===== config.mk =====
export PLATFORM = sky130hd
export DESIGN_NAME = needle_window_solenoid_driver
export DESIGN_NICKNAME = d
export VERILOG_FILES = /design/src/rtl/core/nwsd_pkg.sv /design/src/rtl/core/nwsd_ram.sv /design/src/rtl/core/needle_window_solenoid_driver.sv
export VERILOG_INCLUDE_DIRS = /design/src /design/src/rtl/core
export SDC_FILE = /design/constraint.sdc
export NUM_CORES = 1
export LEC_CHECK = 0
export ABC_AREA = 1
export BUFFER_PORTS_ARGS = -buffer_cell sky130_fd_sc_hd__buf_2
export CAP_MARGIN = 40
export CORE_UTILIZATION = 41
export DETAILED_ROUTE_END_ITERATION = 6
export HOLD_SLACK_MARGIN = 0.1
export SYNTH_ARGS = -nofsm -noshare
export SYNTH_HDL_FRONTEND = slang
export SYNTH_HIERARCHICAL = 1
export SYNTH_SLANG_ARGS = --single-unit

===== constraint.sdc =====
create_clock -name clk -period 9.8 [get_ports clk]
set_input_delay 0.49 -clock clk [delete_from_list [all_inputs] [get_ports clk]]
set_output_delay 0.49 -clock clk [all_outputs]
set_load 0.02 [all_outputs]

===== src/rtl/core/needle_window_solenoid_driver_macros.svh =====
// ----------------------------------------------------------------------------
// Needle window solenoid driver assertion macros
// Shared concurrent assertion forms used at the end of the top level.
// ----------------------------------------------------------------------------
`ifndef NEEDLE_WINDOW_SOLENOID_DRIVER_MACROS_SVH
`define NEEDLE_WINDOW_SOLENOID_DRIVER_MACROS_SVH

// Same-cycle implication, disabled while reset is high.
`define NWSD_ASSERT_NOW(label, clk, rst, ante, cons, msg) \
  label: assert property (@(posedge clk) disable iff (rst) (ante) |-> (cons)) \
    else $error(msg);

// Next-cycle implication, disabled while reset is high.
`define NWSD_ASSERT_NEXT(label, clk, rst, ante, cons, msg) \
  label: assert property (@(posedge clk) disable iff (rst) (ante) |=> (cons)) \
    else $error(msg);

`endif


===== src/rtl/core/nwsd_pkg.sv =====
// ----------------------------------------------------------------------------
// Needle window solenoid driver package
// Command codes, state encoding and fixed field widths.
// ----------------------------------------------------------------------------
package nwsd_pkg;

  // Fixed widths of the transaction fields.
  localparam int unsigned CMD_W    = 2;
  localparam int unsigned IDX_W    = 8;
  localparam int unsigned POS_W    = 10;
  localparam int unsigned DRIVE_W  = 16;

  // Command codes.
  typedef logic [CMD_W-1:0] cmd_t;
  localparam cmd_t CMD_WRITE = 2'd0;
  localparam cmd_t CMD_TURN  = 2'd1;
  localparam cmd_t CMD_MOVE  = 2'd2;

  // Sequencer states, one-hot.
  typedef enum logic [5:0] {
    ST_CLEAR  = 6'b000001,
    ST_IDLE   = 6'b000010,
    ST_REDUCE = 6'b000100,
    ST_ROTATE = 6'b001000,
    ST_WALK   = 6'b010000,
    ST_DRAIN  = 6'b100000
  } state_t;

endpackage


===== src/rtl/core/nwsd_ram.sv =====
// ----------------------------------------------------------------------------
// Needle window solenoid driver RAM
// Generic single-write, single-read memory with a registered read port.
// ----------------------------------------------------------------------------
module nwsd_ram #(
  parameter int unsigned WIDTH = 1,
  parameter int unsigned DEPTH = 200
) (
  input  logic                     clk,
  input  logic                     we,
  input  logic [$clog2(DEPTH)-1:0] waddr,
  input  logic [WIDTH-1:0]         wdata,
  input  logic [$clog2(DEPTH)-1:0] raddr,
  output logic [WIDTH-1:0]         rdata
);

  logic [WIDTH-1:0] mem [DEPTH];

  // Write port and registered read port.
  always_ff @(posedge clk) begin
    if (we) begin
      mem[waddr] <= wdata;
    end
    rdata <= mem[raddr];
  end

endmodule


===== src/rtl/core/needle_window_solenoid_driver.sv =====
// ----------------------------------------------------------------------------
// Needle window solenoid driver
// Pattern store, half-shift mode and the needle window walk for one move.
// ----------------------------------------------------------------------------
// A transaction is taken when start is high and busy is low. A pattern write
// and a turnmark leave busy low, so another transaction may follow at once.
// A move raises busy through the states REDUCE, ROTATE, WALK and DRAIN: the
// position reduction finds the start solenoid with one restoring step per
// cycle, one per quotient bit (QB, 7 at the defaults); ROTATE applies the
// half-shift rotation; the window of SOLENOIDS+1 needles is read one needle
// per cycle through the single read port of the pattern memory; and DRAIN
// lets the last read land. The drive vector then stands on solenoid_drive
// for one cycle with done high, the first cycle with busy low again; the
// receiver must take it in that cycle. After reset the pattern memory is
// cleared one entry per cycle, with busy high.
// ----------------------------------------------------------------------------
`include "needle_window_solenoid_driver_macros.svh"

module needle_window_solenoid_driver #(
  parameter int SOLENOIDS    = 16,
  parameter int NEEDLES      = 200,
  parameter int CARRIAGE_GAP = 8
) (
  input  logic                                 clk,
  input  logic                                 rst,
  input  logic                                 start,
  output logic                                 busy,
  input  nwsd_pkg::cmd_t                       cmd,
  input  logic [nwsd_pkg::IDX_W-1:0]           needle_index,
  input  logic                                 bit_value,
  input  logic                                 l_carriage,
  input  logic                                 at_left_side,
  input  logic                                 bp_level,
  input  logic signed [nwsd_pkg::POS_W-1:0]    carriage_position,
  input  logic                                 moving_left,
  output logic                                 done,
  output logic [nwsd_pkg::DRIVE_W-1:0]         solenoid_drive
);

  import nwsd_pkg::*;

  // Only needles reachable by the 8-bit index are ever stored.
  localparam int DEPTH  = (NEEDLES < 256) ? NEEDLES : 256;
  localparam int AW     = $clog2(DEPTH);
  localparam int SW     = $clog2(SOLENOIDS);
  localparam int CW     = $clog2(SOLENOIDS + 1);
  localparam int HALF   = SOLENOIDS / 2;
  // Window bounds and needle counter width.
  localparam int LO_NEG = 512 + CARRIAGE_GAP + SOLENOIDS;
  localparam int HI_POS = 511 + CARRIAGE_GAP + SOLENOIDS + 1;
  localparam int MAG_A  = (LO_NEG > HI_POS) ? LO_NEG : HI_POS;
  localparam int MAG    = (MAG_A > NEEDLES) ? MAG_A : NEEDLES;
  localparam int NW     = $clog2(MAG + 1) + 1;
  // Bias that makes every window start non-negative, a multiple of SOLENOIDS.
  localparam int BIAS   = SOLENOIDS * ((LO_NEG + SOLENOIDS - 1) / SOLENOIDS);
  localparam int RMAX   = 511 + CARRIAGE_GAP + BIAS;
  localparam int RW     = $clog2(RMAX + 1);
  localparam int QB     = $clog2(RMAX / SOLENOIDS + 1);
  localparam int XW     = ((NW > RW) ? NW : RW) + 1;

  localparam logic [RW-1:0]        DIV_INIT = RW'(SOLENOIDS * (2 ** (QB - 1)));
  localparam logic [RW-1:0]        DIV_LAST = RW'(SOLENOIDS);
  localparam logic signed [NW-1:0] GAP_N    = NW'(CARRIAGE_GAP);
  localparam logic signed [NW-1:0] SOL_N    = NW'(SOLENOIDS);
  localparam logic signed [NW-1:0] DEPTH_N  = NW'(DEPTH);
  localparam logic [SW-1:0]        SOL_MAX  = SW'(SOLENOIDS - 1);
  localparam logic [CW-1:0]        CNT_LAST = CW'(SOLENOIDS);

  state_t                state;
  logic                  accept;
  logic                  half_shift_mode;
  logic [AW-1:0]         clr;
  logic signed [NW-1:0]  pos_ext;
  logic signed [NW-1:0]  lo;
  logic signed [NW-1:0]  needle;
  logic [RW-1:0]         rem;
  logic [RW-1:0]         div;
  logic [SW:0]           rot_sum;
  logic [SW-1:0]         sidx;
  logic [CW-1:0]         cnt;
  logic                  in_bed;
  logic                  pend_valid;
  logic [SW-1:0]         pend_sidx;
  logic                  pend_in_bed;
  logic [SOLENOIDS-1:0]  sol;
  logic                  ram_we;
  logic [AW-1:0]         ram_waddr;
  logic                  ram_wdata;
  logic                  ram_rdata;

  assign accept = start && !busy;
  assign busy   = (state != ST_IDLE);

  // Window start: behind the carriage, on the side it moves away from.
  assign pos_ext = NW'(carriage_position);
  assign lo      = moving_left ? (pos_ext + GAP_N) : (pos_ext - GAP_N - SOL_N);

  // Needle inside the stored part of the bed.
  assign in_bed  = !needle[NW-1] && (needle < DEPTH_N);

  // Half-shift rotation of the reduced start solenoid.
  assign rot_sum = {1'b0, rem[SW-1:0]} + (half_shift_mode ? (SW+1)'(HALF) : '0);

  // Pattern memory write: clearing pass or a pattern write transaction.
  always_comb begin
    ram_we    = 1'b0;
    ram_waddr = clr;
    ram_wdata = 1'b0;
    if (state == ST_CLEAR) begin
      ram_we = 1'b1;
    end else if (accept && (cmd == CMD_WRITE) && (32'(needle_index) < NEEDLES)) begin
      ram_we    = 1'b1;
      ram_waddr = needle_index[AW-1:0];
      ram_wdata = bit_value;
    end
  end

  nwsd_ram #(
    .WIDTH (1),
    .DEPTH (DEPTH)
  ) u_pattern (
    .clk   (clk),
    .we    (ram_we),
    .waddr (ram_waddr),
    .wdata (ram_wdata),
    .raddr (needle[AW-1:0]),
    .rdata (ram_rdata)
  );

  // Sequencer for the clearing pass and the move walk.
  always_ff @(posedge clk) begin
    if (rst) begin
      state           <= ST_CLEAR;
      clr             <= '0;
      half_shift_mode <= 1'b0;
      pend_valid      <= 1'b0;
    end else begin
      pend_valid <= (state == ST_WALK);
      unique case (state)
        ST_CLEAR: begin
          clr <= clr + AW'(1);
          if (clr == AW'(DEPTH - 1)) begin
            state <= ST_IDLE;
          end
        end
        ST_IDLE: begin
          if (accept && (cmd == CMD_TURN)) begin
            half_shift_mode <= l_carriage ? !bp_level :
                               (at_left_side ? bp_level : !bp_level);
          end
          if (accept && (cmd == CMD_MOVE)) begin
            state <= ST_REDUCE;
          end
        end
        ST_REDUCE: begin
          if (div == DIV_LAST) begin
            state <= ST_ROTATE;
          end
        end
        ST_ROTATE: begin
          state <= ST_WALK;
        end
        ST_WALK: begin
          if (cnt == CNT_LAST) begin
            state <= ST_DRAIN;
          end
        end
        ST_DRAIN: begin
          state <= ST_IDLE;
        end
        default: begin
          state <= ST_IDLE;
        end
      endcase
    end
  end

  // Datapath: restoring reduction, then one needle per cycle.
  always_ff @(posedge clk) begin
    if ((state == ST_IDLE) && accept && (cmd == CMD_MOVE)) begin
      needle <= lo;
      rem    <= RW'(XW'(lo) + XW'(BIAS));
      div    <= DIV_INIT;
    end
    if (state == ST_REDUCE) begin
      if (rem >= div) begin
        rem <= rem - div;
      end
      div <= div >> 1;
    end
    if (state == ST_ROTATE) begin
      sidx <= (rot_sum >= (SW+1)'(SOLENOIDS)) ? SW'(rot_sum - (SW+1)'(SOLENOIDS))
                                              : SW'(rot_sum);
      cnt  <= '0;
    end
    if (state == ST_WALK) begin
      pend_sidx   <= sidx;
      pend_in_bed <= in_bed;
      needle      <= needle + NW'(1);
      sidx        <= (sidx == SOL_MAX) ? '0 : sidx + SW'(1);
      cnt         <= cnt + CW'(1);
    end
    // The later needle overwrites where two share a solenoid.
    if (pend_valid) begin
      sol[pend_sidx] <= pend_in_bed & ram_rdata;
    end
  end

  // The result stands for the cycle after the last needle lands.
  always_ff @(posedge clk) begin
    if (rst) begin
      done <= 1'b0;
    end else begin
      done <= (state == ST_DRAIN);
    end
  end

  // Solenoids beyond the output width are not visible.
  generate
    if (SOLENOIDS >= DRIVE_W) begin : g_wide
      assign solenoid_drive = sol[DRIVE_W-1:0];
    end else begin : g_narrow
      assign solenoid_drive = DRIVE_W'(sol);
    end
  endgenerate

  // Checks on the sequencer and the walk counters.
  `NWSD_ASSERT_NEXT(a_move_starts, clk, rst, accept && (cmd == CMD_MOVE), state == ST_REDUCE, "move did not start reduction")
  `NWSD_ASSERT_NOW(a_rem_reduced, clk, rst, state == ST_ROTATE, rem < RW'(SOLENOIDS), "start solenoid not reduced")
  `NWSD_ASSERT_NOW(a_sidx_range, clk, rst, state == ST_WALK, (32'(sidx) < SOLENOIDS) && (cnt <= CNT_LAST), "walk counters out of range")
  `NWSD_ASSERT_NEXT(a_done_after_drain, clk, rst, state == ST_DRAIN, done && (state == ST_IDLE), "result not delivered after walk")

endmodule

==> impl_metrics.ini, run 1 <==
[clocking]
cts-hold-fix-buffers = 0
post_cts_resized = 0
cts.clk_slew.worst_paths_ps = 60
clock-sinks = 281
root_buffer = clkbuf_16
cts_setup_buffers = 0
cts_buffers = 30
ctsHtreeMaxLevel = 1
cts_buffer_depth = 3
clock_latency_ps = 560
cts_tree = yes

[cells_and_area]
area_growth_pct = 12.4
nNetsFinal = 1536
drive_above_1_share = 0.0853
antenna_cells = 0
fill_cells = 3204

[critical_path]
cp_max_fo = 12
critPathTopFamily = simple AND/OR/NAND/NOR gates
worst-path-buf-inv = 1
cpMostUsedCell = nor2_1
rrSetupSlack_ps = 6650
worstRegToRegCells = 9
r2r_end = u_pattern/mem[113]$_DFFE_PP_
cp-end-kind = flop
cp_slowest_cell = nand4_1
crit_type = flop to flop
startpoint_type = flop
cp.required_ps = 10050
critical_path_arrival_ps = 3390
worstReg2RegStart = state[2]$_SDFFE_PP0P_
slowest_delay_ps = 650
crit_chain = nor2_2 > and3_4 > inv_4 > nor2_8 > nand4_4 > mux2_4 > nor2_1 > nand4_1 > nor2_1

[grt]
grt_pass1_vias = 9636
grt_usage = 0.197
grt_pass1_wl_mm = 52.1
overflow = 0
antenna_found_initial = 0
grt_max_degree = 92

[timing]
final-hold-violation-count = 0
hold_ws_ps = 258
final.min_clock_period_ps = 3150
slew_viol_final = 0
clock.fmax_ghz = 0.318
worst_pin_slew_ps = 865
rsz0062_at_grt = false
clock_skew_ps = 19.8
finalSetupViolCount = 0
slew_headroom = 0.422
tns_ps = 0
fin_crit_sh = 0.321

[place]
io_buffers = 45
dpl.hpwl_mm = 20.6
gp_congestion = 0.861

[die]
io_pins = 46
die_w_um = 185
core_region_area_um2 = 32700
dieHeight_um = 185
dieArea_um2 = 34100
rows = 66
initial_core_util = 0.418

[routing]
first_iter_violations = 1068
drtAntennaViolNets = 0
drt_first_pass_iters = 5
vias = 10300
wire_per_inst_um = 17.0
wirelength_mm = 33.3
routed_via_density = 5.25
drc = 0

[yosys]
synth_area_leaders = edfxtp_1 55%, nand2_1 9.6%, nand3_1 7.9%
synth_cells = 1471
synthTopCellsByCount = 351 x nand2_1, 275 x nor2_1, 251 x edfxtp_1
synth_edf_count = 251
syn-num-nets = 1518
synthMostInstantiatedCell = nand2_1
synth-main-ff-cell = edfxtp_1
ys_ff_latch = 281
avgSynthCellArea_um2 = 9.29
ys_warn_count = 6
yosys.area.top_type_share = 0.552
synthArstFlopShare = 0
seq_area_frac_synth = 0.595
yosys.area.top_type = edfxtp_1
synth_area_um2 = 13700
synth.distinct_cells = 46

[power_and_ir_drop]
total_leakage_power_nw = 5.83
p_comb_frac = 0.082
power_switching_w = 0.000638
peakVddDrop_mv = 0.113
p_seq_frac = 0.470
cellPowerDensity_nw_per_um2 = 183
swShare = 0.226
intPower_w = 0.00218
pwr-share-clk = 0.448

[run_status]
status = finished clean

[worst_hold_path]
hp-class = input port to flop
holdPathEnd = needle[1]$_DFFE_PP_
min_from = carriage_position[1]
hold_depth = 3

[run]
maxCapViolCount = 0
-- flip-flops by register name, indices dropped and copies added, names as in the netlist --
name and flops:
clr 8, pend_in_bed 1, rem 11, div 11, solenoid_drive 16, half_shift_mode 1
sidx 4, needle 11, done 1, state 6, cnt 5, pend_sidx 4
u_pattern/rdata 1, pend_valid 1, u_pattern/mem 200
-- worst register-to-register path, stage by stage, from the launching register on --
cell,delay [ps]
dfxtp_1,330
nor2_2,200
and3_4,260
inv_4,60
nor2_8,110
nand4_4,250
mux2_4,400
nor2_1,260
nand4_1,650
nor2_1,340
-- cell families after synthesis --
family | Yosys count | share of synthesized area
xor+xnor | 25 | 0.0160
fa+ha+maj | 19 | 0.0179
buf+inv | 170 | 0.0525
simple gates | 891 | 0.277
mux | 8 | 0.00879
flops | 281 | 0.595
compound gates | 77 | 0.0324
-- placed cells by master, fill, tap and decap left out, drive strengths merged, types with 16 or more instances in the layout --
cell type,netlist,layout
a21oi,20,20
buf,41,58
clkbuf,31,37
dfxtp,30,30
edfxtp,251,251
ha,18,18
inv,96,97
nand2,351,351
nand3,216,216
nand4,17,17
nor2,278,278
nor3,16,16
o21ai,39,39
xor2,16,16
-- power groups by stage --
stage	Sequential, W	Combinational (W)	Clock, W
5_1_grt	0.00133	0.000259	0.00132
6_report	0.00133	0.000231	0.00126
3_5_place_dp	0.00135	0.000230	0
4_1_cts	0.00133	0.000232	0.00128
2_1_floorplan	0.00135	0.000170	0
3_3_place_gp	0.00135	0.000224	0
-- cell type report --
class	count	area, um^2	share of cell area
inverter	98	370	0.0241
tap	442	553	0.0360
timing repair buffer	58	374	0.0243
sequential	281	8140	0.530
clock inverter	19	294	0.0191
clock buffer	37	818	0.0533
multi-input combinational	1020	4820	0.314
-- how the worst max path moves through the flow --
stage | start | to | slack (ps) | cells past startpoint
floorplan | state[2]$_SDFFE_PP0P_ | u_pattern/mem[0]$_DFFE_PP_ | 2880 | 6
CTS | state[2]$_SDFFE_PP0P_ | u_pattern/mem[113]$_DFFE_PP_ | 6570 | 9
finish | state[2]$_SDFFE_PP0P_ | u_pattern/mem[113]$_DFFE_PP_ | 6650 | 9
global placement | needle_index[4] | u_pattern/mem[198]$_DFFE_PP_ | 6560 | 6
detailed placement | needle_index[4] | u_pattern/mem[113]$_DFFE_PP_ | 6590 | 7
global route | state[2]$_SDFFE_PP0P_ | u_pattern/mem[24]$_DFFE_PP_ | 6400 | 9
-- layer usage --
layer	vias to the layer above	track usage	routed length, um
li1	4992	-	-
met1	4919	0.275	14800
met2	317	0.325	15600
met3	44	0.0239	2240
met4	0	0.0470	637
met5	-	0	0
-- stage by stage --
stage / cell area (um^2) / setup WS, ps / utilization / total power, W / instances
5_1_grt: 15400 / 6400 / 0.470 / 0.00291 / 1955
6_report: 15400 / 6650 / 0.470 / 0.00282 / 1955
3_5_place_dp: 14300 / 6590 / 0.436 / 0.00158 / 1899
2_1_floorplan: 13700 / 2880 / - / 0.00152 / 1471
3_3_place_gp: 14200 / 6560 / 0.433 / 0.00157 / 1894
4_1_cts: 15400 / 6570 / 0.470 / 0.00284 / 1955
No activity file was read; power rests on OpenSTA's default activity.
==> run 2, diff against run 1 <==
--- a/config.mk
+++ b/config.mk
@@ -6,7 +6,7 @@
 export SDC_FILE = /design/constraint.sdc
 export NUM_CORES = 1
 export LEC_CHECK = 0
-export ABC_AREA = 1
+export ABC_AREA = 0
 export BUFFER_PORTS_ARGS = -buffer_cell sky130_fd_sc_hd__buf_2
 export CAP_MARGIN = 40
 export CORE_UTILIZATION = 41
==> constraint.sdc (replaced) <==
create_clock -name clk -period 3.28 [get_ports clk]
set_input_delay 0.164 -clock clk [delete_from_list [all_inputs] [get_ports clk]]
set_output_delay 0.164 -clock clk [all_outputs]
set_load 0.02 [all_outputs]
==> impl_metrics.ini, run 2 <==
[run_status]
status = finished clean

[clocking]
clock_latency_ps = 560
clock-sinks = 281
ctsHtreeMaxLevel = 1
root_buffer = clkbuf_16
cts.clk_slew.worst_paths_ps = 60
cts_tree = yes
cts_buffer_depth = 3
cts_buffers = 30
cts_setup_buffers = 0

[yosys]
ys_warn_count = 6
yosys.area.top_type_share = 0.563
synth-main-ff-cell = edfxtp_1
synth_area_um2 = 13400
synth_edf_count = 251
synthArstFlopShare = 0
syn-num-nets = 1157
synthTopCellsByCount = 259 x nor2_1, 251 x edfxtp_1, 90 x nand2_1
synthMostInstantiatedCell = nor2_1
synth.distinct_cells = 70
avgSynthCellArea_um2 = 12.1
yosys.area.top_type = edfxtp_1
seq_area_frac_synth = 0.608
synth_area_leaders = edfxtp_1 56%, nor2_1 7.3%, dfxtp_1 4.5%
synth_cells = 1110
ys_ff_latch = 281

[critical_path]
critPathTopFamily = simple AND/OR/NAND/NOR gates
rrSetupSlack_ps = 240
crit_start = state[5]$_SDFFE_PP0P_
worstRegToRegCells = 9
cp.required_ps = 3530
cp_slowest_cell = mux2_2
cp_max_fo = 11
worst-path-buf-inv = 1
crit_chain = nor3_1 > nand3_1 > nor3b_1 > nand2_1 > mux2_2 > nor2b_1 > nand2_1 > buf_4 > nor2_1
startpoint_type = flop
slowest_delay_ps = 440
cpMostUsedCell = nand2_1
cp-end-kind = flop
r2r_end = u_pattern/mem[38]$_DFFE_PP_
crit_type = flop to flop
critical_path_arrival_ps = 3290
worstReg2RegStart = state[5]$_SDFFE_PP0P_

[power_and_ir_drop]
total_leakage_power_nw = 5.50
cellPowerDensity_nw_per_um2 = 589
totalPowerFinal_w = 0.00897
peakVddDrop_mv = 0.372

[die]
io_pins = 46
core_region_area_um2 = 31900
dieArea_um2 = 33400
die_w_um = 183
dieHeight_um = 183
initial_core_util = 0.420
rows = 65

[routing]
routed_via_density = 5.38
drtAntennaViolNets = 0
wirelength_mm = 31.0
wire_per_inst_um = 19.0
first_iter_violations = 721
drt_first_pass_iters = 6
vias = 8783
drc = 0

[timing]
slew_viol_final = 0
clock_skew_ps = 23.6
final.min_clock_period_ps = 3040
final-hold-violation-count = 0
fin_ws_ps = 238
finalSetupViolCount = 0
worst_pin_slew_ps = 831
rsz0062_at_grt = true
tns_ps = 0
slew_headroom = 0.444
clock.fmax_ghz = 0.329
fin_crit_sh = 0.927

[cells_and_area]
largest_reg_flops = 200
fill_cells = 2922
drive_above_1_share = 0.152
postLayoutCoreUtil = 0.477
nNetsFinal = 1220
antenna_cells = 0
layout_common_cells = 259 x nor2_1, 251 x edfxtp_1, 87 x nand2_1
area_growth_pct = 13.6
layout_commonest_cell = nor2_1
largest_register = u_pattern/mem
post-route-cell-area_um2 = 15200

[run]
maxCapViolCount = 0

[worst_hold_path]
hp-class = input port to flop
hold_depth = 4
min_from = carriage_position[4]
holdPathEnd = rem[4]$_DFF_P_

[place]
gp_congestion = 0.827
placed_cell_area_um2 = 14200
dp_slack_ps = 203
io_buffers = 45
dpl.hpwl_mm = 20.2

[grt]
grt_pass1_vias = 8569
grt_max_degree = 75
grt_usage = 0.188
grt_pass1_wl_mm = 48.3
overflow = 0
antenna_found_initial = 1
run 2: cell count changes in the layout (fill, tap and decap cells not counted), moves of 20 or more:
cell / change
mux4_2: +20
buf_4: +23
nand2_1: -264
mux2i_1: +33
inv_1: -70
nand3_1: -179
mux2_2: +25
run 2: metal layers:
metal,part of all wire,track usage
met5,0.00029,0
met4,0.020,0.0450
met3,0.057,0.0318
met2,0.47,0.313
met1,0.45,0.256
run 2: power breakdown:
part           total (W)  internal, W  switching, W
Clock            0.00319      0.00181       0.00138
Sequential       0.00419      0.00405      0.000140
Combinational    0.00159     0.000641      0.000944
Total            0.00897      0.00650       0.00247
run 2: worst max-delay path by stage:
stage          slack (ps)                      endpoint  cells past startpoint
3_5_place_dp          200   u_pattern/mem[84]$_DFFE_PP_                      8
6_report              240   u_pattern/mem[38]$_DFFE_PP_                      9
2_1_floorplan          70    u_pattern/mem[0]$_DFFE_PP_                      4
3_3_place_gp          330   u_pattern/mem[20]$_DFFE_PP_                      8
4_1_cts               170   u_pattern/mem[84]$_DFFE_PP_                      8
5_1_grt               -50  u_pattern/mem[117]$_DFFE_PP_                      8
run 2: stage by stage:
step	std cells	hold slack (ps)
after global placement	1566	463
after floorplan	1110	233
after CTS	1632	112
after global routing	1632	137
final	1632	122
after detailed placement	1566	469
run 2: timing repair:
action | in CTS | in global routing
hold buffers | 10 | 0
gates resized for setup | 0 | 4
setup endpoints to repair | 0 | 45
endpoints found under the hold margin | 22 | 0
run 2: area by class of cell:
type / count / area, um^2 / area share
clock buffers: 41 / 812 / 0.0533
inverters: 22 / 82.6 / 0.00543
clock inverters: 15 / 110 / 0.00723
multi-input cells: 748 / 4900 / 0.322
flip-flops and latches: 281 / 8140 / 0.535
well taps: 435 / 544 / 0.0358
repair buffers: 90 / 638 / 0.0419
run 2: kinds of logic (layout without fill, tap and decap cells):
kind of cell	count (synthesis)	after routing	share of synthesized area
simple gates	488	488	0.164
buf+inv	81	168	0.0280
compound gates	114	114	0.0572
mux	90	90	0.101
flops	281	281	0.608
fa+ha+maj	19	19	0.0183
xor+xnor	37	37	0.0242
run 2: tightest hold or removal path, stage by stage:
cell and delay, ps:
buf_2 120, ha_1 170, mux2i_1 80, o21ai_1 100
